--- src/design/sacc_line_ram.sv ---
// ---------------------------------------------------------------------------
// sacc_line_ram: simple dual-port RAM
// One write port, one read port, read data registered.
// ---------------------------------------------------------------------------
module sacc_line_ram #(
	parameter int DEPTH = 64,
	parameter int WIDTH = 8
) (
	input  logic                     clk,
	input  logic                     we,
	input  logic [$clog2(DEPTH)-1:0] waddr,
	input  logic [WIDTH-1:0]         wdata,
	input  logic                     re,
	input  logic [$clog2(DEPTH)-1:0] raddr,
	output logic [WIDTH-1:0]         rdata
);

	logic [WIDTH-1:0] mem [DEPTH];

	always_ff @(posedge clk) begin
		if (we) begin
			mem[waddr] <= wdata;
		end
	end

	// read data holds until the next read
	always_ff @(posedge clk) begin
		if (re) begin
			rdata <= mem[raddr];
		end
	end

endmodule

--- config.mk ---
export PLATFORM = sky130hd
export DESIGN_NAME = sacc_line_ram
export DESIGN_NICKNAME = d
export VERILOG_FILES = /design/src/design/sacc_line_ram.sv
export SDC_FILE = /design/constraint.sdc
export NUM_CORES = 1
export LEC_CHECK = 0
export ABC_CLOCK_PERIOD_IN_PS = 3800
export BUFFER_PORTS_ARGS = -buffer_cell sky130_fd_sc_hd__buf_2
export CORE_ASPECT_RATIO = 1.1
export CORE_MARGIN = 2
export CORE_UTILIZATION = 40
export CTS_CLUSTER_DIAMETER = 120
export DETAILED_ROUTE_END_ITERATION = 16
export SYNTH_ARGS = -nofsm -noshare
export SYNTH_HDL_FRONTEND = slang
export SYNTH_SLANG_ARGS = --single-unit
--- constraint.sdc ---
create_clock -name clk -period 3.8 [get_ports clk]
set_input_delay 0.76 -clock clk [delete_from_list [all_inputs] [get_ports clk]]
set_output_delay 0.76 -clock clk [all_outputs]
set_load 0.03 [all_outputs]
# Yosys cells after proc, flatten, opt, wreduce, memory -nomap -nowiden
# Memory sizes are Yosys's and may differ from the RTL's. A register that Yosys moved wholly into a read port is not among the register bits.
# Cells that the tools add are included.
totals:
  n_memories: 1
  mem_bits_rw: 512
  output_inout_bits: 8
  reg_bits: 0
  input_bits: 23
op_classes:
  muxes: 2
memory_table:
  columns: ["name", "words", "width", "rd", "rd_clocked_by_memory_dff", "wr", "line", "source"]
  rows:
  - ["mem", 64, 8, 1, 1, 1, "18", "logic [WIDTH-1:0] mem [DEPTH];"]
ops:
  columns: ["operator", "n"]
  rows:
  - ["1-bit two-way mux", 2]

# Logic depth before layout (Yosys ltp)
# Gate-level depths: netlist of the first run.
logic_depth:
  depth_word: 2
  depth_mapped: 9
  depth_no_buf: 5

# Worst setup path before layout of the first run
# OpenSTA, ideal clock, no wires.
synth_path:
  path_kind: "input -> register"
  from: "input raddr[1]"
  to: "register rdata[3] (read register of mem), data pin"
  cell_stages: 7
  path_slack_ns: 1.234
  setup_time_ns: 0.266
  required_ns: 3.534
  arrival_ns: 2.300
  n_path_buf: 3
  path_cell_list: "buf_4 buf_2 buf_2 mux4_2 mux4_2 o21ai_1 o41ai_1"
synth_lines:
  columns: ["item", "line", "source"]
  rows:
  - ["from (decl)", "14", "input logic [$clog2(DEPTH)-1:0] raddr,"]
  - ["to (decl)", "15", "output logic [WIDTH-1:0] rdata"]

==> results of run 1 <==
-- worst paths after layout --
kind                                            from                  to  slack, ns
worst max-delay path                        raddr[0]  rdata[7]$_DFFE_PP_       1.16
worst min-delay path                              re  rdata[6]$_DFFE_PP_       0.58
worst max register to register  mem[24][0]$_DFFE_PP_  rdata[0]$_DFFE_PP_       1.59
worst min register to register  mem[35][2]$_DFFE_PP_  rdata[2]$_DFFE_PP_       0.91
-- power by group --
part	leakage (nW)	switching (mW)	total [mW]	internal, mW
logic	1.82	0.378	0.606	0.228
registers	4.69	0.0179	6.38	6.36
clock network	0.834	2.06	5.19	3.13
total	7.34	2.46	12.2	9.72
-- Yosys cell counts, types with 2 or more instances --
master / number
a2111oi_0: 2
a211oi_1: 4
a21oi_1: 3
a221oi_1: 6
a22oi_1: 3
buf_1: 4
buf_12: 2
buf_2: 11
buf_4: 13
buf_6: 4
clkbuf_1: 17
edfxtp_1: 520
mux2_2: 13
mux2i_1: 23
mux4_2: 126
nand2_1: 19
nand2b_1: 7
nand3_1: 13
nand3b_1: 3
nand4_1: 2
nor2_1: 83
nor2b_1: 14
nor3_1: 7
nor4_1: 2
o2111ai_1: 3
o21a_1: 2
o21ai_0: 2
o21ai_1: 2
o221a_2: 2
o221ai_1: 8
o22ai_1: 8
o2bb2ai_1: 3
o32ai_1: 2
o41ai_1: 2
-- through the flow --
stage	total power [mW]	instance area (um^2)	utilization (%)
3_5_place_dp	7.12	21600	43.1
4_1_cts	12.3	23300	46.5
5_1_grt	12.5	23300	46.5
3_3_place_gp	7.11	21600	43.1
6_report	12.2	23300	46.5
2_1_floorplan	6.85	20200	-
-- flip-flops by register name, summed over array words and instances (netlist names) --
register and count:
mem 512, rdata 8
-- cell type report --
class,instances,area (um^2)
Fill cell,4141,26800
Sequential cell,520,15600
Multi-Input combinational cell,369,4320
Clock buffer,61,1360
Tap cell,660,826
Timing Repair Buffer,106,797
Clock inverter,28,349
Antenna cell,1,2.50
-- critical path, stage by stage --
cell      delay (ns)
clkbuf_8        0.43
buf_12          0.28
mux4_2          0.53
mux2_2          0.30
o311ai_1        0.51
nand2_1         0.10
-- routing by layer --
layer | GRT usage [%] | share of wire (%) | wire (um)
met5 | 0 | 0.019 | 9
met4 | 6.60 | 3.2 | 1480
met3 | 3.54 | 6.5 | 2990
met2 | 29.6 | 49 | 22400
met1 | 24.2 | 42 | 19300
-- cell usage in the layout, fill, tap and decap left out, types with 3 or more instances in the layout --
cell type	n
a21oi_1	3
mux4_2	126
clkbuf_1	8
clkinv_2	6
o22ai_1	8
mux2_2	13
clkinv_1	13
o2bb2ai_1	3
a221oi_1	6
nand3_1	13
nand2b_1	7
nor3_1	7
nand2_1	19
a211oi_1	4
o221ai_1	8
edfxtp_1	520
nor2_1	83
buf_2	27
nor2b_1	14
buf_12	5
mux2i_1	23
nand3b_1	3
clkbuf_16	53
buf_4	73
a22oi_1	3
o2111ai_1	3
bufinv_16	9
-- logic make-up after synthesis --
logic type | after synthesis | synth area share (%)
DFF | 520 | 77.1
muxes | 162 | 15.9
and+or+nand+nor | 153 | 3.37
AOI/OAI and AO/OA | 54 | 2.06
buffers and inverters | 51 | 1.56
==> results.json, run 1 <==
{
  "status": "completed",
  "worstPathRequired_ns": 4.12,
  "p_per_area_nw_per_um2": 523,
  "maxSlewViolCount": 0,
  "hold_path_depth": 1,
  "htree_levels": 2,
  "post-place-cells": 1655,
  "synth_top_area_share_pct": 77.1,
  "period_share_pct": 69.4,
  "synth_area_um2": 20200,
  "first_pass_iters": 5,
  "crit_fanout": 37,
  "clock.fmax_mhz": 379,
  "postCtsSetupRepairBufs": 0,
  "die_width_um": 219,
  "grt_max_degree": 65,
  "ys_seq_area_share_pct": 77.1,
  "cts.sinks": 520,
  "synthFlopType": "edfxtp_1",
  "pre_cts_slack_ns": 0.505,
  "cap_violations": 0,
  "grt_pass1_vias": 10200,
  "nets": 1070,
  "via_per_inst": 5.61,
  "hp-class": "in2reg",
  "clock_latency_ns": 0.59,
  "dpl.hpwl_um": 29200,
  "postCtsHoldBufs": 0,
  "clock-skew-final_ns": 0.0124,
  "core_area_um2": 50000,
  "start_util_pct": 40.5,
  "synth_area_leaders": "edfxtp_1 77%, mux4_2 14%, nor2_1 1.5%",
  "async_flop_share_pct": 0,
  "post_cts_resized": 0,
  "drcViolationCount": 0,
  "cts_made_buffers": 50,
  "leakage_nw": 7.34,
  "ant_nets": 0,
  "peakVddDrop_v": 0.000301,
  "end_kind": "register",
  "setup_viol": 0,
  "grt_pass1_wl_um": 68000,
  "cts_root_buffer": "clkbuf_16",
  "drive_above_1_share_pct": 29.1,
  "synth_cell_type_count": 39,
  "die-area_um2": 52400,
  "yosys_warnings": 0,
  "cts.clk_slew.worst_paths_ns": 0.06,
  "fp.dieH_um": 240,
  "critPathKind": "in2reg",
  "num_vias": 9783,
  "row_count": 86,
  "gp_congestion": 0.770,
  "ioPinCount": 31,
  "r2r_cells": 5,
  "yosys.area.top_type": "edfxtp_1",
  "worstMarginPinSlew_ns": 1.20,
  "drt_iter0_markers": 961,
  "syn_inst": 940,
  "wirelength_um": 46200,
  "fin_hold_ws_ns": 0.583,
  "wl_per_cell_um": 26.5,
  "area_delta_synth_final_pct": 14.9,
  "portBuffers": 30,
  "rsz0062_at_grt": "no",
  "arrival_ns": 2.96,
  "start_kind": "input pin",
  "fin_cells": 1745,
  "synth_nets": 963,
  "grt_usage_pct": 18.1,
  "fin_ws_ns": 1.16,
  "relSlewSlack_pct": 20.1,
  "tns_ns": 0,
  "ys_ff_latch": 520,
  "hold_violations": 0,
  "period_needed_ns": 2.64,
  "overflow": 0,
  "synth_edf_count": 520,
  "cts.path.max_buffers": 3,
  "avgSynthCellArea_um2": 21.5,
  "antenna_found_initial": 2,
  "cts_tree": "yes"
}
Note: power is estimated with default switching activity, not from simulation.
==> run 2, diff against run 1 <==
--- a/config.mk
+++ b/config.mk
@@ -5,7 +5,7 @@
 export SDC_FILE = /design/constraint.sdc
 export NUM_CORES = 1
 export LEC_CHECK = 0
-export ABC_CLOCK_PERIOD_IN_PS = 3800
+export ABC_CLOCK_PERIOD_IN_PS = 2300
 export BUFFER_PORTS_ARGS = -buffer_cell sky130_fd_sc_hd__buf_2
 export CORE_ASPECT_RATIO = 1.1
 export CORE_MARGIN = 2
==> constraint.sdc (replaced) <==
create_clock -name clk -period 2.3 [get_ports clk]
set_input_delay 0.46 -clock clk [delete_from_list [all_inputs] [get_ports clk]]
set_output_delay 0.46 -clock clk [all_outputs]
set_load 0.03 [all_outputs]
==> run 2 against run 1 <==
  * Worst hold slack got worse by 0.36 ns
  * Non-clock buffer count rose by 92
  * Global-route usage fell by 0.051 points
  * Total power rose by 65%
  * Core utilization rose by 1.6 points
  * Sequential power rose by 65%
  * Critical endpoint is now rdata[4]$_DFFE_PP_
  * Largest cell class unchanged
==> results.json, run 2 (synthesis results as in run 1) <==
{
  "status": "completed",
  "area_delta_synth_final_pct": 18.8,
  "drt_iter0_markers": 993,
  "relSlewSlack_pct": 55.1,
  "top_register": "mem",
  "via_per_inst": 5.44,
  "ant_nets": 0,
  "critPathKind": "reg2reg",
  "p_sw_share_pct": 20.8,
  "fin_area_um2": 24100,
  "start_util_pct": 40.5,
  "worstMarginPinSlew_ns": 0.673,
  "gp_congestion": 0.822,
  "largest_reg_flops": 512,
  "period_share_pct": 94.8,
  "first_pass_iters": 5,
  "p_sw_mw": 4.18,
  "final_cell_mix": "520 x edfxtp_1, 155 x buf_4, 126 x mux4_2",
  "core_area_um2": 50000,
  "peakVddDrop_v": 0.000516,
  "multi_input_area_um2": 4320,
  "post_cts_resized": 0,
  "top_regs": "mem x512, rdata x8",
  "clock_power_share_pct": 42.0,
  "drcViolationCount": 0,
  "antenna_found_initial": 2,
  "period_needed_ns": 2.18,
  "cts_made_buffers": 51,
  "cts.clk_slew.worst_paths_ns": 0.06,
  "wirelength_um": 46200,
  "post-place-cells": 1747,
  "place_area_um2": 22400,
  "start_kind": "register",
  "crit_fanout": 1,
  "row_count": 86,
  "clock-skew-final_ns": 0.0249,
  "cts_root_buffer": "clkbuf_16",
  "arrival_ns": 2.51,
  "cts.path.max_buffers": 3,
  "die-area_um2": 52400,
  "cts.sinks": 520,
  "clock_latency_ns": 0.60,
  "comb_power_share_pct": 5.5,
  "htree_levels": 2,
  "p_per_area_nw_per_um2": 834,
  "portBuffers": 30,
  "setup_viol": 0,
  "final_core_util_pct": 48.1,
  "drive_above_1_share_pct": 35.1,
  "leakage_nw": 7.83,
  "num_vias": 10000,
  "hp-class": "in2reg",
  "intPower_mw": 15.9,
  "grt_max_degree": 65,
  "grt_usage_pct": 18.1,
  "grt_pass1_vias": 10200,
  "grt_pass1_wl_um": 68200,
  "ioPinCount": 31,
  "dpl.hpwl_um": 30400,
  "fin_cells": 1842,
  "final_common_cell": "edfxtp_1",
  "cts_tree": "yes",
  "seq_area_um2": 15600,
  "maxSlewViolCount": 0,
  "fp.dieH_um": 240,
  "hold_violations": 0,
  "overflow": 0,
  "cap_violations": 0,
  "postCtsHoldBufs": 0,
  "wl_per_cell_um": 25.1,
  "clock.fmax_mhz": 459,
  "seqPwrFrac_pct": 52.5,
  "die_width_um": 219,
  "rsz0062_at_grt": "no",
  "worstPathRequired_ns": 2.64,
  "fillers": 4100,
  "postCtsSetupRepairBufs": 0,
  "nets": 1163,
  "end_kind": "register"
}
run 2: cell type report:
cell class | instances | share of cell area (%)
multi-input combinational | 369 | 17.9
tap | 660 | 3.43
antenna | 2 | 0.0208
clock inverter | 35 | 1.51
timing repair buffer | 198 | 6.70
sequential | 520 | 64.9
clock buffer | 58 | 5.50
run 2: worst paths after layout:
check / startpoint / to / slack (ns) / cells after the start
setup / recovery: mem[21][4]$_DFFE_PP_ / rdata[4]$_DFFE_PP_ / 0.12 / 6
setup reg to reg: mem[21][4]$_DFFE_PP_ / rdata[4]$_DFFE_PP_ / 0.12 / 6
hold / removal: re / rdata[6]$_DFFE_PP_ / 0.23 / 1
hold reg to reg: mem[31][4]$_DFFE_PP_ / rdata[4]$_DFFE_PP_ / 0.92 / 3
run 2: power groups by stage:
stage | registers (mW) | logic [mW] | clock network, mW
after floorplan | 10.8 | 0.559 | 0
final | 10.5 | 1.11 | 8.43
after detailed placement | 10.7 | 1.13 | 0
after global placement | 10.7 | 1.11 | 0
after CTS | 10.5 | 1.13 | 8.57
after global routing | 10.5 | 1.19 | 8.94
run 2: layer usage:
layer  wire, um  share of wire, %  up-vias  global-route usage, %
met3       2980               6.5       75                   3.14
met2      22400                49      324                   28.9
li1           -                 -     4336                      -
met4       1210               2.6        2                   5.98
met1      19600                42     5285                   25.2
met5         12             0.026        -                      0
run 2: worst max-delay path, stage by stage (launching register included):
cell and delay, ns:
edfxtp_1 0.36, mux4_2 0.49, mux2_2 0.29, o221a_2 0.28, nor3_1 0.26, buf_4 0.17, o32ai_1 0.08
run 2: per-stage QoR:
step	setup TNS [ns]	setup slack, ns	hold WS [ns]	total power, mW
CTS	0	0.101	0.193	20.2
global placement	-3.04	-0.478	0.825	11.8
finish	0	0.121	0.228	20.1
global route	0	0.0315	0.209	20.7
detailed placement	-3.06	-0.437	0.827	11.9
floorplan	0	0.0337	0.559	11.3
