**src/design/sacc_pkg.sv**
```systemverilog
// ---------------------------------------------------------------------------
// sacc_pkg: shared types and constants
// Geometry limits, line record layout and register codes of the cache tag
// controller.
// ---------------------------------------------------------------------------
package sacc_pkg;

	localparam int MAX_LINES_LOG2 = 10;
	localparam int MAX_WAYS_LOG2  = 4;
	localparam int OFFSET_BITS    = 6;
	localparam int ADDRESS_BITS   = 48;

	localparam int LANES     = 1 << MAX_WAYS_LOG2;          // lines per memory row
	localparam int LANE_BITS = MAX_WAYS_LOG2;
	localparam int LINE_BITS = MAX_LINES_LOG2;
	localparam int ROW_BITS  = MAX_LINES_LOG2 - MAX_WAYS_LOG2;
	localparam int ROWS      = 1 << ROW_BITS;
	localparam int TAG_BITS  = ADDRESS_BITS - OFFSET_BITS;
	localparam int RANK_BITS = 4;
	localparam logic [RANK_BITS-1:0] RANK_MAX = '1;

	// configuration register widths
	localparam int LINES_CFG_BITS = 4;
	localparam int WAYS_CFG_BITS  = 3;
	localparam int CFG_DATA_BITS  = 4;
	localparam int CFG_IDX_BITS   = 2;

	typedef enum logic [CFG_IDX_BITS-1:0] {
		REG_REPLACEMENT = 2'd0,
		REG_WRITE_POL   = 2'd1,
		REG_LINES_LOG2  = 2'd2,
		REG_WAYS_LOG2   = 2'd3
	} reg_idx_t;

	localparam logic REQ_WRITE = 1'b1;
	localparam logic REPL_FIFO = 1'b1;
	localparam logic WPOL_BACK = 1'b1;

	typedef struct packed {
		logic                 repl;
		logic                 wpol;
		logic [LINES_CFG_BITS-1:0] lines_log2;
		logic [WAYS_CFG_BITS-1:0]  ways_log2;
	} cfg_t;

	typedef struct packed {
		logic [TAG_BITS-1:0]  tag;
		logic                 valid;
		logic                 dirty;
		logic [RANK_BITS-1:0] use_rank;
		logic [RANK_BITS-1:0] fill_rank;
	} line_t;

	typedef line_t [LANES-1:0] row_t;

	typedef struct packed {
		logic                 hit;
		logic                 mem_read;
		logic                 mem_write;
		logic [LANE_BITS-1:0] way;
		logic                 config_error;
	} res_t;

endpackage

```
**src/design/sacc_set_update.sv**
```systemverilog
// ---------------------------------------------------------------------------
// sacc_set_update: set lookup and replacement
// Compares the ways of one set, picks hit, free or victim way, and builds
// the updated memory row with new tag, flags and ages.
// ---------------------------------------------------------------------------
module sacc_set_update (
	input  sacc_pkg::cfg_t                  cfg,
	input  sacc_pkg::row_t                  cur,
	input  logic [sacc_pkg::TAG_BITS-1:0]   tag,
	input  logic [sacc_pkg::LANE_BITS-1:0]  off,
	input  logic                            is_write,
	output sacc_pkg::row_t                  nxt,
	output sacc_pkg::res_t                  res
);
	import sacc_pkg::*;

	localparam int KEY_BITS = RANK_BITS + 1;

	logic [LANES-1:0]     in_set;
	logic [LANES-1:0]     hit_vec;
	logic [LANES-1:0]     free_vec;
	logic                 any_hit;
	logic                 any_free;
	logic [LANE_BITS-1:0] hit_lane;
	logic [LANE_BITS-1:0] free_lane;
	logic [LANE_BITS-1:0] vict_lane;
	logic [LANE_BITS-1:0] sel;
	logic [KEY_BITS-1:0]  key [2*LANES];
	logic [LANE_BITS-1:0] kidx [2*LANES];
	logic                 replace;
	logic                 fresh;
	logic [KEY_BITS-1:0]  old_use;
	logic [KEY_BITS-1:0]  old_fill;
	logic [LANE_BITS-1:0] way_mask;

	// way membership and match vectors
	always_comb begin
		for (int i = 0; i < LANES; i++) begin
			in_set[i]   = ((LANE_BITS'(i) ^ off) >> cfg.ways_log2) == '0;
			hit_vec[i]  = in_set[i] && cur[i].valid && (cur[i].tag == tag);
			free_vec[i] = in_set[i] && !cur[i].valid;
		end
		any_hit   = |hit_vec;
		any_free  = |free_vec;
		hit_lane  = '0;
		free_lane = '0;
		for (int i = LANES - 1; i >= 0; i--) begin
			if (hit_vec[i]) begin
				hit_lane = LANE_BITS'(i);
			end
			if (free_vec[i]) begin
				free_lane = LANE_BITS'(i);
			end
		end
	end

	// oldest-way tree, lower lane wins ties
	always_comb begin
		for (int i = 0; i < LANES; i++) begin
			key[LANES + i]  = {in_set[i],
				(cfg.repl == REPL_FIFO) ? cur[i].fill_rank : cur[i].use_rank};
			kidx[LANES + i] = LANE_BITS'(i);
		end
		key[0]  = '0;
		kidx[0] = '0;
		for (int n = LANES - 1; n >= 1; n--) begin
			if (key[2*n] >= key[2*n+1]) begin
				key[n]  = key[2*n];
				kidx[n] = kidx[2*n];
			end else begin
				key[n]  = key[2*n+1];
				kidx[n] = kidx[2*n+1];
			end
		end
		vict_lane = kidx[1];
	end

	// row update
	always_comb begin
		replace  = !any_hit && !any_free;
		fresh    = !any_hit && any_free;
		sel      = any_hit ? hit_lane : (any_free ? free_lane : vict_lane);
		old_use  = fresh ? KEY_BITS'(1 << RANK_BITS) : {1'b0, cur[sel].use_rank};
		old_fill = fresh ? KEY_BITS'(1 << RANK_BITS) : {1'b0, cur[sel].fill_rank};
		nxt      = cur;
		for (int i = 0; i < LANES; i++) begin
			if (in_set[i] && cur[i].valid && (LANE_BITS'(i) != sel)) begin
				if (({1'b0, cur[i].use_rank} < old_use) && (cur[i].use_rank != RANK_MAX)) begin
					nxt[i].use_rank = cur[i].use_rank + 1'b1;
				end
				if (!any_hit && ({1'b0, cur[i].fill_rank} < old_fill)
						&& (cur[i].fill_rank != RANK_MAX)) begin
					nxt[i].fill_rank = cur[i].fill_rank + 1'b1;
				end
			end
		end
		nxt[sel].use_rank = '0;
		if (any_hit) begin
			nxt[sel].dirty = cur[sel].dirty | is_write;
		end else begin
			nxt[sel].fill_rank = '0;
			nxt[sel].tag       = tag;
			nxt[sel].valid     = 1'b1;
			nxt[sel].dirty     = is_write;
		end

		way_mask         = ~({LANE_BITS{1'b1}} << cfg.ways_log2);
		res.hit          = any_hit;
		res.mem_read     = !any_hit;
		res.mem_write    = (is_write && (cfg.wpol != WPOL_BACK))
			|| (replace && (cfg.wpol == WPOL_BACK) && cur[sel].dirty);
		res.way          = sel & way_mask;
		res.config_error = 1'b0;
	end

endmodule

```
**config.mk**
```make
export PLATFORM = sky130hd
export DESIGN_NAME = sacc_set_update
export DESIGN_NICKNAME = d
export VERILOG_FILES = /design/src/design/sacc_pkg.sv /design/src/design/sacc_set_update.sv
export SDC_FILE = /design/constraint.sdc
export NUM_CORES = 2
export LEC_CHECK = 0
export BUFFER_PORTS_ARGS = -buffer_cell sky130_fd_sc_hd__buf_2
export CORE_AREA = 3 3 675 677
export DETAILED_ROUTE_END_ITERATION = 8
export DIE_AREA = 0 0 678 680
export PLACE_DENSITY = 0.3
export SYNTH_ARGS = -nofsm -noshare
export SYNTH_HDL_FRONTEND = slang
export SYNTH_SLANG_ARGS = --single-unit
```
**constraint.sdc**
```tcl
create_clock -name vclk -period 22.5
set_input_delay 0 -clock vclk [all_inputs]
set_output_delay 0 -clock vclk [all_outputs]
set_load 0.01 [all_outputs]
```
# Word-level counts from Yosys, hierarchy flattened
# Index checks and enable logic that the tools add are counted.
[word_totals] register_bits=0 latchBits=0 ram_bits=0 romBits=0 inputBits=888 memories=0
[op_classes] addsub=32 multipliers=0 div_mod_pow=0 order_cmp=49 n_eq_ne=63 n_shift=17 muxes=148 bitwise=19 n_reduce_logical=156
[op_table] cell="832-bit bitwise mux" n=6
[op_table] cell="52-bit demux with 4-bit select" n=5
[op_table] cell="832-bit 2-to-1 mux" n=1
[op_table] cell="42-bit == test" n=16
[op_table] cell="4-bit 2-to-1 mux" n=90
[op_table] cell="52-bit binary-select mux with 4-bit select" n=1
[op_table] cell="4-bit by 5-bit less-than comparator with 1-bit output" n=32
[op_table] cell="8-bit 2-to-1 mux" n=17
[op_table] cell="4-bit by 1-bit adder with 4-bit output (second input constant)" n=32
[op_table] cell="4-bit inequality test (second input constant)" n=32
[op_table] cell="1-bit logical AND" n=118
[op_table] cell="5-bit 2-to-1 mux" n=16
[op_table] cell="5-bit >= comparator" n=15
[op_table] cell="4-bit zero test" n=16
[op_table] cell="4-bit by 3-bit right shift with 4-bit output" n=16
[op_table] cell="52-bit 2-to-1 mux" n=1
[op_table] cell="4-bit inequality test (first input constant)" n=8
[op_table] cell="16-bit OR reduction" n=2
[op_table] cell="1-bit zero test" n=18
[op_table] cell="9-bit 2-to-1 mux" n=2
[op_table] cell="3-bit by 4-bit inequality test with 1-bit output (first input constant)" n=4
[op_table] cell="2-bit inverter" n=6
[op_table] cell="3-bit inverter" n=4
[op_table] cell="10-bit 2-to-1 mux" n=1
[op_table] cell="other kinds (12)" n=25

# Depth between registers and ports, before layout
[logic_depth] depth_word=36 ltp_mapped=55 depth_no_buf=47

# Worst setup path after synthesis
# OpenSTA, ideal clock, no wires.
[synth_path] path_kind="input port to output port" from="in cfg[8] (netlist bit)" to="out nxt[786] (netlist bit)" arrival_ns=10.509 path_slack_ns=11.991 cell_stages=47 path_buffers=8 cell_sequence="buf_1 -> buf_1 -> mux2_2 -> ha_1 -> a21o_1 -> a31oi_1 -> o21ai_1 -> mux2i_1 -> ha_1 -> a21o_1 -> a31oi_1 -> o21a_1 -> nor2_1 -> a21o_1 -> ha_1 -> nand2b_1 -> a211oi_1 -> o21a_1 -> [... 11 more ...] -> a21oi_2 -> nor2_1 -> buf_4 -> buf_2 -> buf_2 -> buf_2 -> buf_2 -> a21oi_1 -> mux2i_1 -> mux2i_1 -> nor2_1 -> o21ai_0 -> ha_1 -> a21o_1 -> a21o_1 -> o41ai_1 -> nand3_1 -> o21ai_0"
[synth_lines] item="start, declared" line="sacc_set_update.sv:7" text="input sacc_pkg::cfg_t cfg,"
[synth_lines] item="end, declared" line="sacc_set_update.sv:12" text="output sacc_pkg::row_t nxt,"

==> impl_metrics.tcl <==
set metrics [dict create \
    status "finished clean" \
    relSlewSlack_pct 8.932 \
    min-delay-start "cur[361]" \
    dr_total_vias 45706 \
    ctsHoldBuffers 0 \
    cp.required_ps 22500 \
    clock.fmax_mhz 72.23 \
    met1_usage_pct 23.92 \
    gr-total-overflow 0 \
    grt_busiest_layer "met2" \
    yosys.area_share.simple_pct 29.18 \
    p_int_w 0.0005662 \
    hold_ws_ps 313.2 \
    use_met2_pct 35.17 \
    rsz0062_at_grt "false" \
    wirelength_microns 502800 \
    antenna_found_initial 314 \
    synth.mux.area_fraction_pct 23.29 \
    critical_path_class "primary input to output port" \
    synth.avg_cell_area_sq_um 6.982 \
    holdPathStages 4 \
    cp_max_fo 61 \
    critPathMaxStageDelay_ps 690 \
    fp.dieArea_sq_um 461000 \
    cellPowerDensity_nw_per_um2 39.07 \
    rows 246 \
    layout.cells.non_filler 12069 \
    portBuffers 1723 \
    via_per_inst 3.787 \
    power.static_leakage_nw 20.16 \
    synthCells 4403 \
    dp.cells 11899 \
    core_area_sq_um 449400 \
    netlist_area_sq_um 30740 \
    final-seq-area_sq_um 0 \
    grt_max_degree 62 \
    final_cell_mix "1680 x buf_2, 795 x nand2_1, 616 x xor2_1" \
    crit_arrival_ps 13840 \
    ys.warnings.count 0 \
    synthXorXnorAreaFrac_pct 19.72 \
    cp_slowest_cell "buf_4" \
    fillers 53244 \
    drv_slew 0 \
    dpl.hpwl_microns 440000 \
    final_common_cell "buf_2" \
    ctsResizeCount 0 \
    cap_violations 0 \
    crit_path_end_kind "output port" \
    finalCriticalPeriod_ps 13840 \
    post_cts_buffers 0 \
    drt_iter0_drc 5010 \
    min_to "nxt[361]" \
    tightest_slew_ps 1354 \
    p_sw_share_pct 69.20 \
    globalplace.congestion 1.066 \
    min_period_over_period_pct 61.53 \
    grt_usage_pct 20.71 \
    net-switching-power_w 0.001272 \
    wl_per_cell_microns 41.66 \
    fin_tns_setup_ps 0 \
    grtUsageMet3_pct 6.361 \
    synth_top_family_by_area "simple AND/OR/NAND/NOR gates" \
    grt_pass1_wl_microns 599300 \
    synthAdderAreaFrac_pct 8.262 \
    p_clk_share_pct 0 \
    seq_area_frac_synth_pct 0 \
    seq_power_share_pct 0 \
    drive_gt1_share_pct 42.36 \
    ios 1728 \
    route.detailed.drc 0 \
    die_width_microns 678 \
    synth_cell_types 99 \
    dr.pass1.iters 5 \
    synth_compound_area_share_pct 12.70 \
    syn_nets 5494 \
    setup_viol 0 \
    syn_to_final_growth_pct 53.05 \
    start_util_pct 6.841 \
    hold_path.class "primary input to output port" \
    combinationalPowerShare_pct 100.0 \
    grt_pass1_vias 42971 \
    nNetsFinal 7040 \
    die_h_microns 680 \
    final_antenna_net_count 0 \
    worstSetupStartpointType "primary input" \
    clockBufferCount 0 \
    final-hold-violation-count 0 \
    ir_worst_vdd_mv 0.03343 \
    seq_cell_count 0 \
]
cell usage after synthesis (33+ instances only):
| master | number | share of area, % |
|---|---|---|
| a21o_1 | 61 | 1.5 |
| a21oi_1 | 143 | 2.3 |
| a31oi_1 | 39 | 0.79 |
| buf_2 | 110 | 1.8 |
| buf_4 | 33 | 0.81 |
| clkbuf_1 | 159 | 1.9 |
| ha_1 | 203 | 8.3 |
| inv_1 | 91 | 1.1 |
| mux2_2 | 511 | 19 |
| mux2i_1 | 137 | 4.5 |
| nand2_1 | 806 | 9.8 |
| nand2b_1 | 59 | 1.2 |
| nand3_1 | 99 | 1.6 |
| nand4_1 | 136 | 2.8 |
| nor2_1 | 216 | 2.6 |
| nor3_1 | 40 | 0.65 |
| nor4_1 | 283 | 5.8 |
| o21ai_0 | 132 | 2.1 |
| xnor2_1 | 75 | 2.1 |
| xor2_1 | 617 | 18 |
power by group through the flow:
stage	clock network, W	registers [W]	logic (W)
global placement	0	0	0.00184
floorplan	0	0	0.000860
finish	0.000000000330	0	0.00184
global route	0.000000000518	0	0.00194
CTS	0	0	0.00184
detailed placement	0	0	0.00184
layer usage:
layer  vias to the layer above  wire [microns]
met1                     22781          193700
met5                         -             479
met2                      2946          238200
met4                        76           26250
li1                      19135               -
met3                       768           44250
stage by stage:
stage / instance area (sq um) / total power, W / util (%) / setup slack (ps)
2_1_floorplan: 30740 / 0.0008603 / - / 11990
3_3_place_gp: 46630 / 0.001844 / 10.38 / 8642
3_5_place_dp: 46630 / 0.001836 / 10.38 / 8568
4_1_cts: 46630 / 0.001844 / 10.38 / 8551
5_1_grt: 46840 / 0.001941 / 10.42 / 7979
6_report: 47050 / 0.001838 / 10.47 / 8656
cells by family after synthesis:
kind of cell	after synthesis
compound gates	591
xor+xnor	692
fa+ha+maj	203
buf+inv	440
mux	651
other cells	1
simple gates	1825
worst max-delay path, delay by kind of cell:
family / cells / cell delay [ps]
compound gates: 17 / 4470
xor+xnor: 1 / 680
fa+ha+maj: 5 / 1680
buf+inv: 5 / 1940
mux: 3 / 1370
simple gates: 14 / 3560
cell type report:
cell class                 count  area (sq um)  share of cell area (%)
multi-input combinational   3963         28830                   61.27
timing repair buffer        1890          9997                   21.25
tap                         5952          7447                   15.83
antenna                      170         425.4                  0.9041
inverter                      94         354.1                  0.7526
how the worst max path moves through the flow:
stage,depth (start not counted),to,start,slack [ps]
6_report,45,nxt[263],cfg[8],8660
5_1_grt,45,nxt[263],cfg[8],7980
4_1_cts,45,nxt[263],cfg[8],8550
3_5_place_dp,45,nxt[263],cfg[8],8570
3_3_place_gp,45,nxt[263],cfg[8],8640
2_1_floorplan,47,nxt[786],cfg[8],11990
(Power assumes the default switching activity.)
