## src/design/sacc_pkg.sv

```systemverilog
// ---------------------------------------------------------------------------
// sacc_pkg: shared types and constants
// Geometry limits, line record layout and register codes of the cache tag
// controller.
// ---------------------------------------------------------------------------
package sacc_pkg;

	localparam int MAX_LINES_LOG2 = 10;
	localparam int MAX_WAYS_LOG2  = 4;
	localparam int OFFSET_BITS    = 6;
	localparam int ADDRESS_BITS   = 48;

	localparam int LANES     = 1 << MAX_WAYS_LOG2;          // lines per memory row
	localparam int LANE_BITS = MAX_WAYS_LOG2;
	localparam int LINE_BITS = MAX_LINES_LOG2;
	localparam int ROW_BITS  = MAX_LINES_LOG2 - MAX_WAYS_LOG2;
	localparam int ROWS      = 1 << ROW_BITS;
	localparam int TAG_BITS  = ADDRESS_BITS - OFFSET_BITS;
	localparam int RANK_BITS = 4;
	localparam logic [RANK_BITS-1:0] RANK_MAX = '1;

	// configuration register widths
	localparam int LINES_CFG_BITS = 4;
	localparam int WAYS_CFG_BITS  = 3;
	localparam int CFG_DATA_BITS  = 4;
	localparam int CFG_IDX_BITS   = 2;

	typedef enum logic [CFG_IDX_BITS-1:0] {
		REG_REPLACEMENT = 2'd0,
		REG_WRITE_POL   = 2'd1,
		REG_LINES_LOG2  = 2'd2,
		REG_WAYS_LOG2   = 2'd3
	} reg_idx_t;

	localparam logic REQ_WRITE = 1'b1;
	localparam logic REPL_FIFO = 1'b1;
	localparam logic WPOL_BACK = 1'b1;

	typedef struct packed {
		logic                 repl;
		logic                 wpol;
		logic [LINES_CFG_BITS-1:0] lines_log2;
		logic [WAYS_CFG_BITS-1:0]  ways_log2;
	} cfg_t;

	typedef struct packed {
		logic [TAG_BITS-1:0]  tag;
		logic                 valid;
		logic                 dirty;
		logic [RANK_BITS-1:0] use_rank;
		logic [RANK_BITS-1:0] fill_rank;
	} line_t;

	typedef line_t [LANES-1:0] row_t;

	typedef struct packed {
		logic                 hit;
		logic                 mem_read;
		logic                 mem_write;
		logic [LANE_BITS-1:0] way;
		logic                 config_error;
	} res_t;

endpackage

```

## src/design/sacc_addr_split.sv

```systemverilog
// ---------------------------------------------------------------------------
// sacc_addr_split: address decode
// Splits a byte address into memory row, lane offset and tag under the
// current geometry, and flags unusable geometry.
// ---------------------------------------------------------------------------
module sacc_addr_split (
	input  sacc_pkg::cfg_t                       cfg,
	input  logic [sacc_pkg::ADDRESS_BITS-1:0]    address,
	output logic [sacc_pkg::ROW_BITS-1:0]        row,
	output logic [sacc_pkg::LANE_BITS-1:0]       off,
	output logic [sacc_pkg::TAG_BITS-1:0]        tag,
	output logic                                 bad
);
	import sacc_pkg::*;

	logic [TAG_BITS-1:0]       blk;
	logic [LINES_CFG_BITS-1:0] set_bits;
	logic [LINE_BITS-1:0]      set_idx;
	logic [LINE_BITS-1:0]      base;

	always_comb begin
		bad = ({1'b0, cfg.ways_log2} > cfg.lines_log2)
			|| (cfg.lines_log2 > LINES_CFG_BITS'(MAX_LINES_LOG2))
			|| (cfg.ways_log2 > WAYS_CFG_BITS'(MAX_WAYS_LOG2));
		blk      = address[ADDRESS_BITS-1:OFFSET_BITS];
		set_bits = cfg.lines_log2 - LINES_CFG_BITS'(cfg.ways_log2);
		set_idx  = blk[LINE_BITS-1:0] & ~({LINE_BITS{1'b1}} << set_bits);
		tag      = blk >> set_bits;
		base     = set_idx << cfg.ways_log2;
		row      = base[LINE_BITS-1:LANE_BITS];
		off      = base[LANE_BITS-1:0];
	end

endmodule

```

## config.mk

```make
export PLATFORM = sky130hd
export DESIGN_NAME = sacc_addr_split
export DESIGN_NICKNAME = d
export VERILOG_FILES = /design/src/design/sacc_pkg.sv /design/src/design/sacc_addr_split.sv
export SDC_FILE = /design/constraint.sdc
export NUM_CORES = 1
export LEC_CHECK = 0
export BUFFER_PORTS_ARGS = -buffer_cell sky130_fd_sc_hd__buf_2
export CAP_MARGIN = 20
export CORE_UTILIZATION = 40
export DETAILED_ROUTE_END_ITERATION = 8
export PLACE_DENSITY = 0.84
export SLEW_MARGIN = 20
export SYNTH_ARGS = -nofsm -noshare
export SYNTH_HDL_FRONTEND = slang
export SYNTH_SLANG_ARGS = --single-unit
```

## constraint.sdc

```tcl
create_clock -name vclk -period 4.3
set_clock_uncertainty 0.05 [all_clocks]
set_input_delay 1.075 -clock vclk [all_inputs]
set_output_delay 1.075 -clock vclk [all_outputs]
set_load 0.1 [all_outputs]
```

==> results of run 1 <==
-- kinds of logic after synthesis --
family                   Yosys count  share of synthesized area
AND/OR/NAND/NOR                  130                     0.2389
multiplexers                      70                     0.3688
XOR/XNOR                           5                    0.01826
buffers and inverters             38                    0.07459
adder cells (fa/ha/maj)            4                    0.02400
AO/OA/AOI/OAI                    108                     0.2754
-- metrics by stage --
step | instances | TNS (ns) | util
after CTS | 599 | -1.478 | 0.9714
after detailed placement | 589 | -12.15 | 0.8922
after global placement | 589 | -5.979 | 0.8922
after floorplan | 355 | -4.161 | -
-- repair_timing --
action	CTS
setup endpoints to repair	49
gates resized for setup	83
hold buffers	0
setup buffers	8
pin swaps	11
gates cloned	2
==> results.md, run 1 <==
* Status: did not finish
* Halt Stage: global routing
* Log Error: [ERROR DPL-0038] Utilization greater than 100%, impossible to legalize
* Largest net degree at the start of global routing at 21
* Synthesis Warnings at 0
* DP Worst Slack at -0.4935 ns
* Post-synth top cells: 52 x nand2_1, 49 x mux2i_1, 42 x nor2_1
* Register area share after synthesis at 0
* Avg Inst Size Synth at 6.756 µm²
* Cell area after synthesis at roughly 2400 µm²
* Placed Area at 5034 µm²
* Site Rows at 27
* Initial core utilization at 0.4251
* Post-Syn Nets at approximately 420
* Placer Congestion at between 1 and 1.5
* Final HPWL DP at roughly 10000 µm
* Synth unique cells at 46
* Most common cell in the netlist: nand2_1
* Syn Inst Count at 355
* Die height at 79.44 µm
* Number of I/O port buffers at approximately 100
* Area leader, netlist: mux2i_1
* Top post-synthesis cells by area: mux2i_1 20%, mux4_2 13%, a21oi_1 8.6%
* Area share of the leading cell type in the synthesized netlist at 0.2045
* Die width at 79.44 µm
* I/O pin count at 110
==> run 2: changes to the inputs <==
CORE_UTILIZATION = 25   (was 40)
PLACE_DENSITY = unset   (was 0.84)
PLACE_DENSITY_LB_ADDON = 0.15   (was unset)
clock period = 5.59 ns   (was 4.3 ns; I/O delays follow)
==> results.md, run 2 <==
* Final HPWL DP at 7710 µm (-26%)
* Initial antenna violation count at 0
* Critical Path Sink Type: primary output
* Max Freq at roughly 0.18 GHz
* Slew headroom at 0.6449
* Startpoint type of the worst setup path: primary input
* Max-cap violations at 0
* Gates resized, CTS repair at 0 (-100%)
* Int Power at roughly 0.6 mW
* Cell area after synthesis at 2399 µm² (unchanged)
* Seq cells at 0
* DRC violations left at 0
* Status: finished clean
* Cell repeated most along the worst path: buf_2
* Clock share of power at 0
* Power Density at 446.0 nW/µm²
* Setup-failing EPs final at 0
* Max FO, Critical Path at 5
* Final hold vios at 0
* Reg power frac at 0
* Syn Inst Count at 355 (unchanged)
* Violation count after the first detailed-route iteration at between 100 and 150
* Number of I/O port buffers at 102 (unchanged)
* Synth unique cells at 46 (unchanged)
* P_leak at roughly 1.7 nW
* CP Class: primary input to primary output
* Grt total ovfl at 0
* Final TNS setup at 0 ns
* RSZ-0062 raised after global routing: false
* Die width at 99.95 µm (+26%)
* Synthesis Warnings at 0 (unchanged)
* Wirelength, routed at between 9000 and 10000 µm
* Commonest non-fill, non-tap cell in the layout: buf_2
* Total core area at 9284 µm²
* Antenna cells at 0
* Final core utilization at 0.4391
* Commonest cells after routing, fill and taps aside: 64 x buf_2, 52 x nand2_1, 41 x buf_12
* Layout cells sized above 1 at 0.4521
* Met3 usage at 0.01253
* FF+latch area at 0 µm²
* Initial core utilization at 0.2584 (-0.1668)
* Switching Share at 0.6706
* Worst slew pin tran at ~0.52 ns
* GR Util met1 at 0.2719
* Avg Inst Size Synth at 6.756 µm² (unchanged)
* Setup WS post-layout at 0.06547 ns
* Post-DR vias/cell at roughly 5.3
* CP max stage cell: mux4_2
* Worst IR Drop VDD at around 0.23 mV
* Gate power share at 1.000
* CP Cell Sequence: buf_2 -> inv_12 -> ha_4 -> fa_2 -> and2b_2 -> nand4_1 -> and3_4 -> o211a_1 -> mux4_2 -> buf_2
* Area share of the leading cell type in the synthesized netlist at 0.2045 (unchanged)
* Post CTS Setup Buffer Count at 0 (-8)
* Largest net degree at the start of global routing at 36
* Routed Antenna Nets at 0
* First-pass GRT wire length at about 15000 µm
* Tcrit/Tclk final at 0.9883
* WP data arrival at just over 4 ns
* Hold/Removal Path Class: primary input to primary output
* DP Worst Slack at 0.1153 ns (+0.6088 ns)
* Hold path depth at 4
* Fin nets at between 500 and 600
* I/O pin count at 110 (unchanged)
* Critical Path RT at 4.14 ns
* Vias in the first global route at around 2800
* DIE AREA at roughly 10000 µm²
* Post-Syn Nets at 416 (unchanged)
* Drt first pass iters at 4
* CP peak stage delay at 0.48 ns
* Max-slew violation count at 0
* Most common cell in the netlist: nand2_1
* Net Switching at around 1.2 mW
* Minimum clock period at about 5.5 ns
* Met2 GRT Util at 0.2960
* Site Rows at 35 (+30%)
* Post-synth top cells: 52 x nand2_1, 49 x mux2i_1, 42 x nor2_1
* Area leader, netlist: mux2i_1
* Drt wl/cell at 15.97 µm
* Total global-route track usage at 0.1816
* Area Overhead vs Synth at 69.95%
* Global routing's busiest layer: met2
* Die height at 99.95 µm (+26%)
* Top post-synthesis cells by area: mux2i_1 20%, mux4_2 13%, a21oi_1 8.6%
* DR vias at a little over 3000
* Hold Buf Count CTS at 0 (unchanged)
* Placer Congestion at 0.8751 (-16%)
* # clk buffers at 0
* Register area share after synthesis at 0 (unchanged)
[run 2: cell counts after synthesis]
Identical to the previous run, type by type.
[run 2: cells by family after synthesis]
kind of cell,share of synthesized area
fa+ha+maj,0.02400
xor+xnor,0.01826
simple gates,0.2389
compound gates,0.2754
mux,0.3688
buf+inv,0.07459
[run 2: final cells by class]
cell class                      count  area (µm²)
Inverter                            7       38.79
Multi-Input combinational cell    317        2585
Tap cell                          129       161.4
Timing Repair Buffer              125        1291
Fill cell                         978        5207
[run 2: stage by stage]
stage | cell area [µm²] | hold slack, ns | std cells | power (mW)
6_report | 4076 | 3.272 | 578 | 1.818
4_1_cts | 4070 | 3.281 | 578 | 1.826
5_1_grt | 4076 | 3.302 | 578 | 1.894
2_1_floorplan | 2746 | 3.149 | 355 | 1.267
3_5_place_dp | 4070 | 3.281 | 578 | 1.824
3_3_place_gp | 4070 | 3.280 | 578 | 1.819
[run 2: power groups by stage]
| stage | Clock, mW | Combinational, mW | Sequential (mW) |
|---|---|---|---|
| detailed placement | 0 | 1.82 | 0 |
| global route | 0 | 1.89 | 0 |
| CTS | 0 | 1.83 | 0 |
| global placement | 0 | 1.82 | 0 |
| floorplan | 0 | 1.27 | 0 |
| finish | 0 | 1.82 | 0 |
[run 2: critical path: cells and delay by family]
family / cells / cell delay (ns)
buffers and inverters: 3 / 0.51
and+or+nand+nor: 3 / 0.83
adders and majority gates: 2 / 0.58
AOI/OAI and AO/OA: 1 / 0.28
muxes: 1 / 0.48
[run 2: layer usage]
layer	vias to the layer above	wire, µm
met5	-	0
met4	0	76
met3	8	376
met2	82	4356
met1	1445	4420
li1	1508	-
[run 2: path summary, 6_finish.rpt]
path  startpoint     end  slack, ns
max       cfg[3]  row[2]       0.07
min       cfg[2]  row[0]       3.27
(Power assumes the default switching activity.)
==> run 3: changes to the inputs <==
clock period = 5.65 ns   (was 5.59 ns; I/O delays follow)
==> results.md, run 3 (synthesis results as in run 2) <==
* Status: finished clean
* Final HPWL DP at 7483 µm (-2.9%)
* Setup-failing EPs final at 0 (unchanged)
* Wirelength, routed at 9106 µm (-1.3%)
* Fin area at 4123 µm² (+1.1%)
* DRC violations left at 0 (unchanged)
* Slew headroom at 0.5995 (-0.04536)
* Final Total Pwr at 1.826 mW (+0.46%)
* Antenna cells at 0 (unchanged)
* Largest net degree at the start of global routing at 42 (+17%)
* Fill cell count at 976 (-0.20%)
* Critical Path Sink Type: primary output
* Minimum clock period at approximately 5.5 ns
* Post-DR vias/cell at 5.209 (-1.1%)
* Drt first pass iters at 4 (unchanged)
* First-pass GRT wire length at 14800 µm (+1.3%)
* Number of I/O port buffers at 102 (unchanged)
* Worst IR Drop VDD at 0.1753 mV (-24%)
* Tcrit/Tclk final at 0.9715
* Layout cells sized above 1 at 0.4437 (-0.008422)
* Fin Hold WS at 3.292 ns (+0.02000 ns)
* Initial core utilization at 0.2584 (unchanged)
* Final core utilization at 0.4441 (+0.004986)
* Total global-route track usage at 0.1828 (+0.001133)
* Die height at 99.95 µm (unchanged)
* Post CTS Setup Buffer Count at 0 (unchanged)
* Total core area at 9284 µm² (unchanged)
* Commonest non-fill, non-tap cell in the layout: buf_2
* I/O pin count at 110 (unchanged)
* Startpoint type of the worst setup path: primary input
* DR vias at 2985 (-1.9%)
* # clk buffers at 0 (unchanged)
* Fin nets at 507 (-0.98%)
* Drt wl/cell at 15.89 µm (-0.46%)
* Hold/Removal Path Class: primary input to primary output
* DIE AREA at 9990 µm² (unchanged)
* WP data arrival at 4.03 ns (-0.05 ns)
* Die width at 99.95 µm (unchanged)
* Final hold vios at 0 (unchanged)
* Hold Buf Count CTS at 0 (unchanged)
* Gates resized, CTS repair at 0 (unchanged)
* Routed Antenna Nets at 0 (unchanged)
* Power Density at 443.0 nW/µm² (-0.67%)
* Critical Path RT at 4.19 ns (+0.05 ns)
* Max-cap violations at 0 (unchanged)
* Vias in the first global route at 2927 (+4.0%)
* Placer Congestion at 0.8694 (-0.65%)
* Max-slew violation count at 0 (unchanged)
* Worst slew pin tran at 0.5945 ns (+0.07519 ns)
* Post-route insts no fill at 573 (-0.87%)
* Violation count after the first detailed-route iteration at 83 (-29%)
* P_leak at 1.760 nW (+1.2%)
* Placed Area at 4123 µm² (+1.3%)
* Max Freq at between 0.15 and 0.2 GHz
* CP Class: primary input to primary output
* FF+latch area at 0 µm² (unchanged)
* Site Rows at 35 (unchanged)
* Initial antenna violation count at 0 (unchanged)
* RSZ-0062 raised after global routing: false
* Area Overhead vs Synth at 71.88%
* Cells after DPL at 573 (-0.87%)
* Grt total ovfl at 0 (unchanged)
* Seq cells at 0 (unchanged)
* Area taken by multi-input logic gates at 2526 µm² (-2.3%)
* Max FO, Critical Path at 5 (unchanged)
* Commonest cells after routing, fill and taps aside: 57 x buf_2, 52 x nand2_1, 51 x buf_12
run 3: per-stage QoR:
stage / worst slack, ns / setup TNS [ns]
floorplan: -0.1631 / -0.2975
finish: 0.1608 / 0
global placement: 0.1988 / 0
global route: 0.08297 / 0
detailed placement: 0.1752 / 0
CTS: 0.1574 / 0
run 3: report_power, final:
group	leakage (nW)	switching [mW]	internal, mW
logic	1.76	1.20	0.623
clock network	0	0	0
registers	0	0	0
total	1.76	1.20	0.623
run 3: layout make-up:
type               instances  share of cell area
inverters                  7            0.009408
multi-input cells        317              0.6127
repair buffers           120              0.3387
well taps                129             0.03915
run 3: worst paths after layout:
| check | end | depth (start not counted) | startpoint |
|---|---|---|---|
| worst max-delay path | row[2] | 10 | cfg[3] |
| worst min-delay path | tag[33] | 4 | address[47] |
run 3: critical path, stage by stage:
cell and delay (ns):
buf_2 0.17, inv_12 0.03, ha_4 0.16, fa_2 0.38
buf_4 0.18, a2111o_1 0.40, and3_4 0.23, o211a_1 0.29
mux4_2 0.47, buf_2 0.31
run 3: routing by layer:
layer  share of wire  vias to the layer above  track usage
met5               0                        -            0
met4          0.0071                        0      0.01244
met3           0.049                        4      0.01045
met2            0.52                       96       0.3650
met1            0.42                     1389       0.2213
li1                -                     1496            -
==> run 4: changes to the inputs <==
CAP_MARGIN = unset   (was 20)
CORE_UTILIZATION = 40   (was 25)
==> results.md, run 4 (synthesis results as in run 2) <==
* DIE AREA at 6310 µm² (-37%)
* Wirelength, routed at 8304 µm (-8.8%)
* Hold/Removal Path Class: primary input to primary output
* Max-slew violation count at 0 (unchanged)
* CP Class: primary input to primary output
* Worst IR Drop VDD at 0.3080 mV (+76%)
* Slew headroom at 0.6790 (+0.07954)
* Commonest non-fill, non-tap cell in the layout: buf_2
* Startpoint type of the worst setup path: primary input
* Fin nets at 507 (unchanged)
* Number of I/O port buffers at 102 (unchanged)
* Vias in the first global route at 2856 (-2.4%)
* # clk buffers at 0 (unchanged)
* Total core area at 5642 µm² (-39%)
* Critical Path RT at 4.19 ns (about the same)
* Fin Hold WS at 3.299 ns (+0.006520 ns)
* WP data arrival at 4.07 ns (+0.04 ns)
* Die width at 79.44 µm (-21%)
* Drt wl/cell at 16.09 µm (+1.3%)
* Commonest cells after routing, fill and taps aside: 60 x buf_2, 52 x nand2_1, 45 x buf_12
* Critical Path Sink Type: primary output
* Final Total Pwr at 1.796 mW (-1.7%)
* Area Overhead vs Synth at 65.73%
* Total global-route track usage at 0.2727 (+0.08999)
* Site Rows at 27 (-23%)
* Grt total ovfl at 0 (unchanged)
* I/O pin count at 110 (unchanged)
* Power Density at 451.8 nW/µm² (+2.0%)
* Fill cell count at 452 (-54%)
* Routed Antenna Nets at 0 (unchanged)
* RSZ-0062 raised after global routing: false
* P_leak at 1.734 nW (-1.5%)
* DR vias at 3031 (+1.5%)
* Cells after DPL at 516 (-9.9%)
* Post-route insts no fill at 516 (-9.9%)
* CP peak stage delay at 0.47 ns (about the same)
* Minimum clock period at 5.529 ns (+0.04017 ns)
* DRC violations left at 0 (unchanged)
* Cell repeated most along the worst path: buf_2
* Max-cap violations at 0 (unchanged)
* Die height at 79.44 µm (-21%)
* CP max stage cell: mux4_2
* Hold Buf Count CTS at 0 (unchanged)
* First-pass GRT wire length at 13790 µm (-6.9%)
* Initial antenna violation count at 0 (unchanged)
* Worst slew pin tran at 0.4764 ns (-0.1181 ns)
* Hold path startpoint: cfg[2]
* Layout cells sized above 1 at 0.4459 (+0.002252)
* Initial core utilization at 0.4251 (+0.1668)
* WP buf/inv at 3 (-1)
* Seq cells at 0 (unchanged)
* Final HPWL DP at 6870 µm (-8.2%)
* Max Freq at 0.1809 GHz (-0.73%)
* Placer Congestion at 0.9503 (+9.3%)
* Largest net degree at the start of global routing at 42 (unchanged)
* Drt first pass iters at 4 (unchanged)
* Violation count after the first detailed-route iteration at 177 (+110%)
* Tcrit/Tclk final at 0.9786 (+0.007110)
* FF+latch area at 0 µm² (unchanged)
* Top Family by Delay on Critical Path: simple AND/OR/NAND/NOR gates
* Status: finished clean
* Final TNS setup at 0 ns (unchanged)
* Final hold vios at 0 (unchanged)
* CP Cell Sequence: buf_2 -> inv_12 -> ha_4 -> fa_2 -> and2b_2 -> nand4_1 -> and3_4 -> o211a_1 -> mux4_2 -> buf_2
* Antenna cells at 0 (unchanged)
* Post-DR vias/cell at 5.874 (+13%)
* Max FO, Critical Path at 5 (unchanged)
* Setup-failing EPs final at 0 (unchanged)
* Crit path launch: cfg[3]
==> run 4: changes by cell type in the layout (fill, tap and decap cells not counted) <==
cell and delta:
buf_4 +3, buf_2 +3, buf_12 -6, a31oi_1 -1
a31oi_2 +1
==> run 4: worst paths after layout <==
check | to | slack [ns] | cells past startpoint
worst max-delay path | row[2] | 0.12 | 10
worst min-delay path | row[0] | 3.30 | 4
==> run 4: tightest hold or removal path, delay by kind of cell <==
kind,cells,cell delay (ns)
AO/OA/AOI/OAI,1,0.09
buffers and inverters,3,0.43
==> run 4: where the power goes <==
part | switching (mW) | leakage [nW] | internal (mW)
sequential | 0 | 0 | 0
combinational | 1.19 | 1.73 | 0.603
clock | 0 | 0 | 0
==> run 4: routing by layer <==
metal / vias up / part of all wire / global-route usage / wire length [µm]
met5: - / 0 / 0 / 0
met4: 0 / 0.028 / 0.07818 / 230
met3: 14 / 0.057 / 0.01143 / 470
met2: 122 / 0.52 / 0.5145 / 4330
met1: 1392 / 0.39 / 0.3308 / 3273
li1: 1503 / - / - / -
==> run 4: area by class of cell <==
type / instances / area, µm² / share of cell area
well taps: 72 / 90.09 / 0.02266
repair buffers: 120 / 1314 / 0.3305
inverters: 7 / 38.79 / 0.009758
multi-input cells: 317 / 2532 / 0.6371
==> run 4: timing repair <==
item	CTS	global route
setup buffers	0	0
endpoints found under the setup margin	0	1
resized for setup	0	1
==> run 4: per-stage QoR <==
stage                     area [µm²]    util  setup slack (ns)
after floorplan                 2694       -           -0.1631
after global placement          3969  0.7035            0.1974
after detailed placement        3969  0.7035            0.1487
after CTS                       3969  0.7035            0.1375
after global routing            3975  0.7046           0.01195
final                           3975  0.7046            0.1207
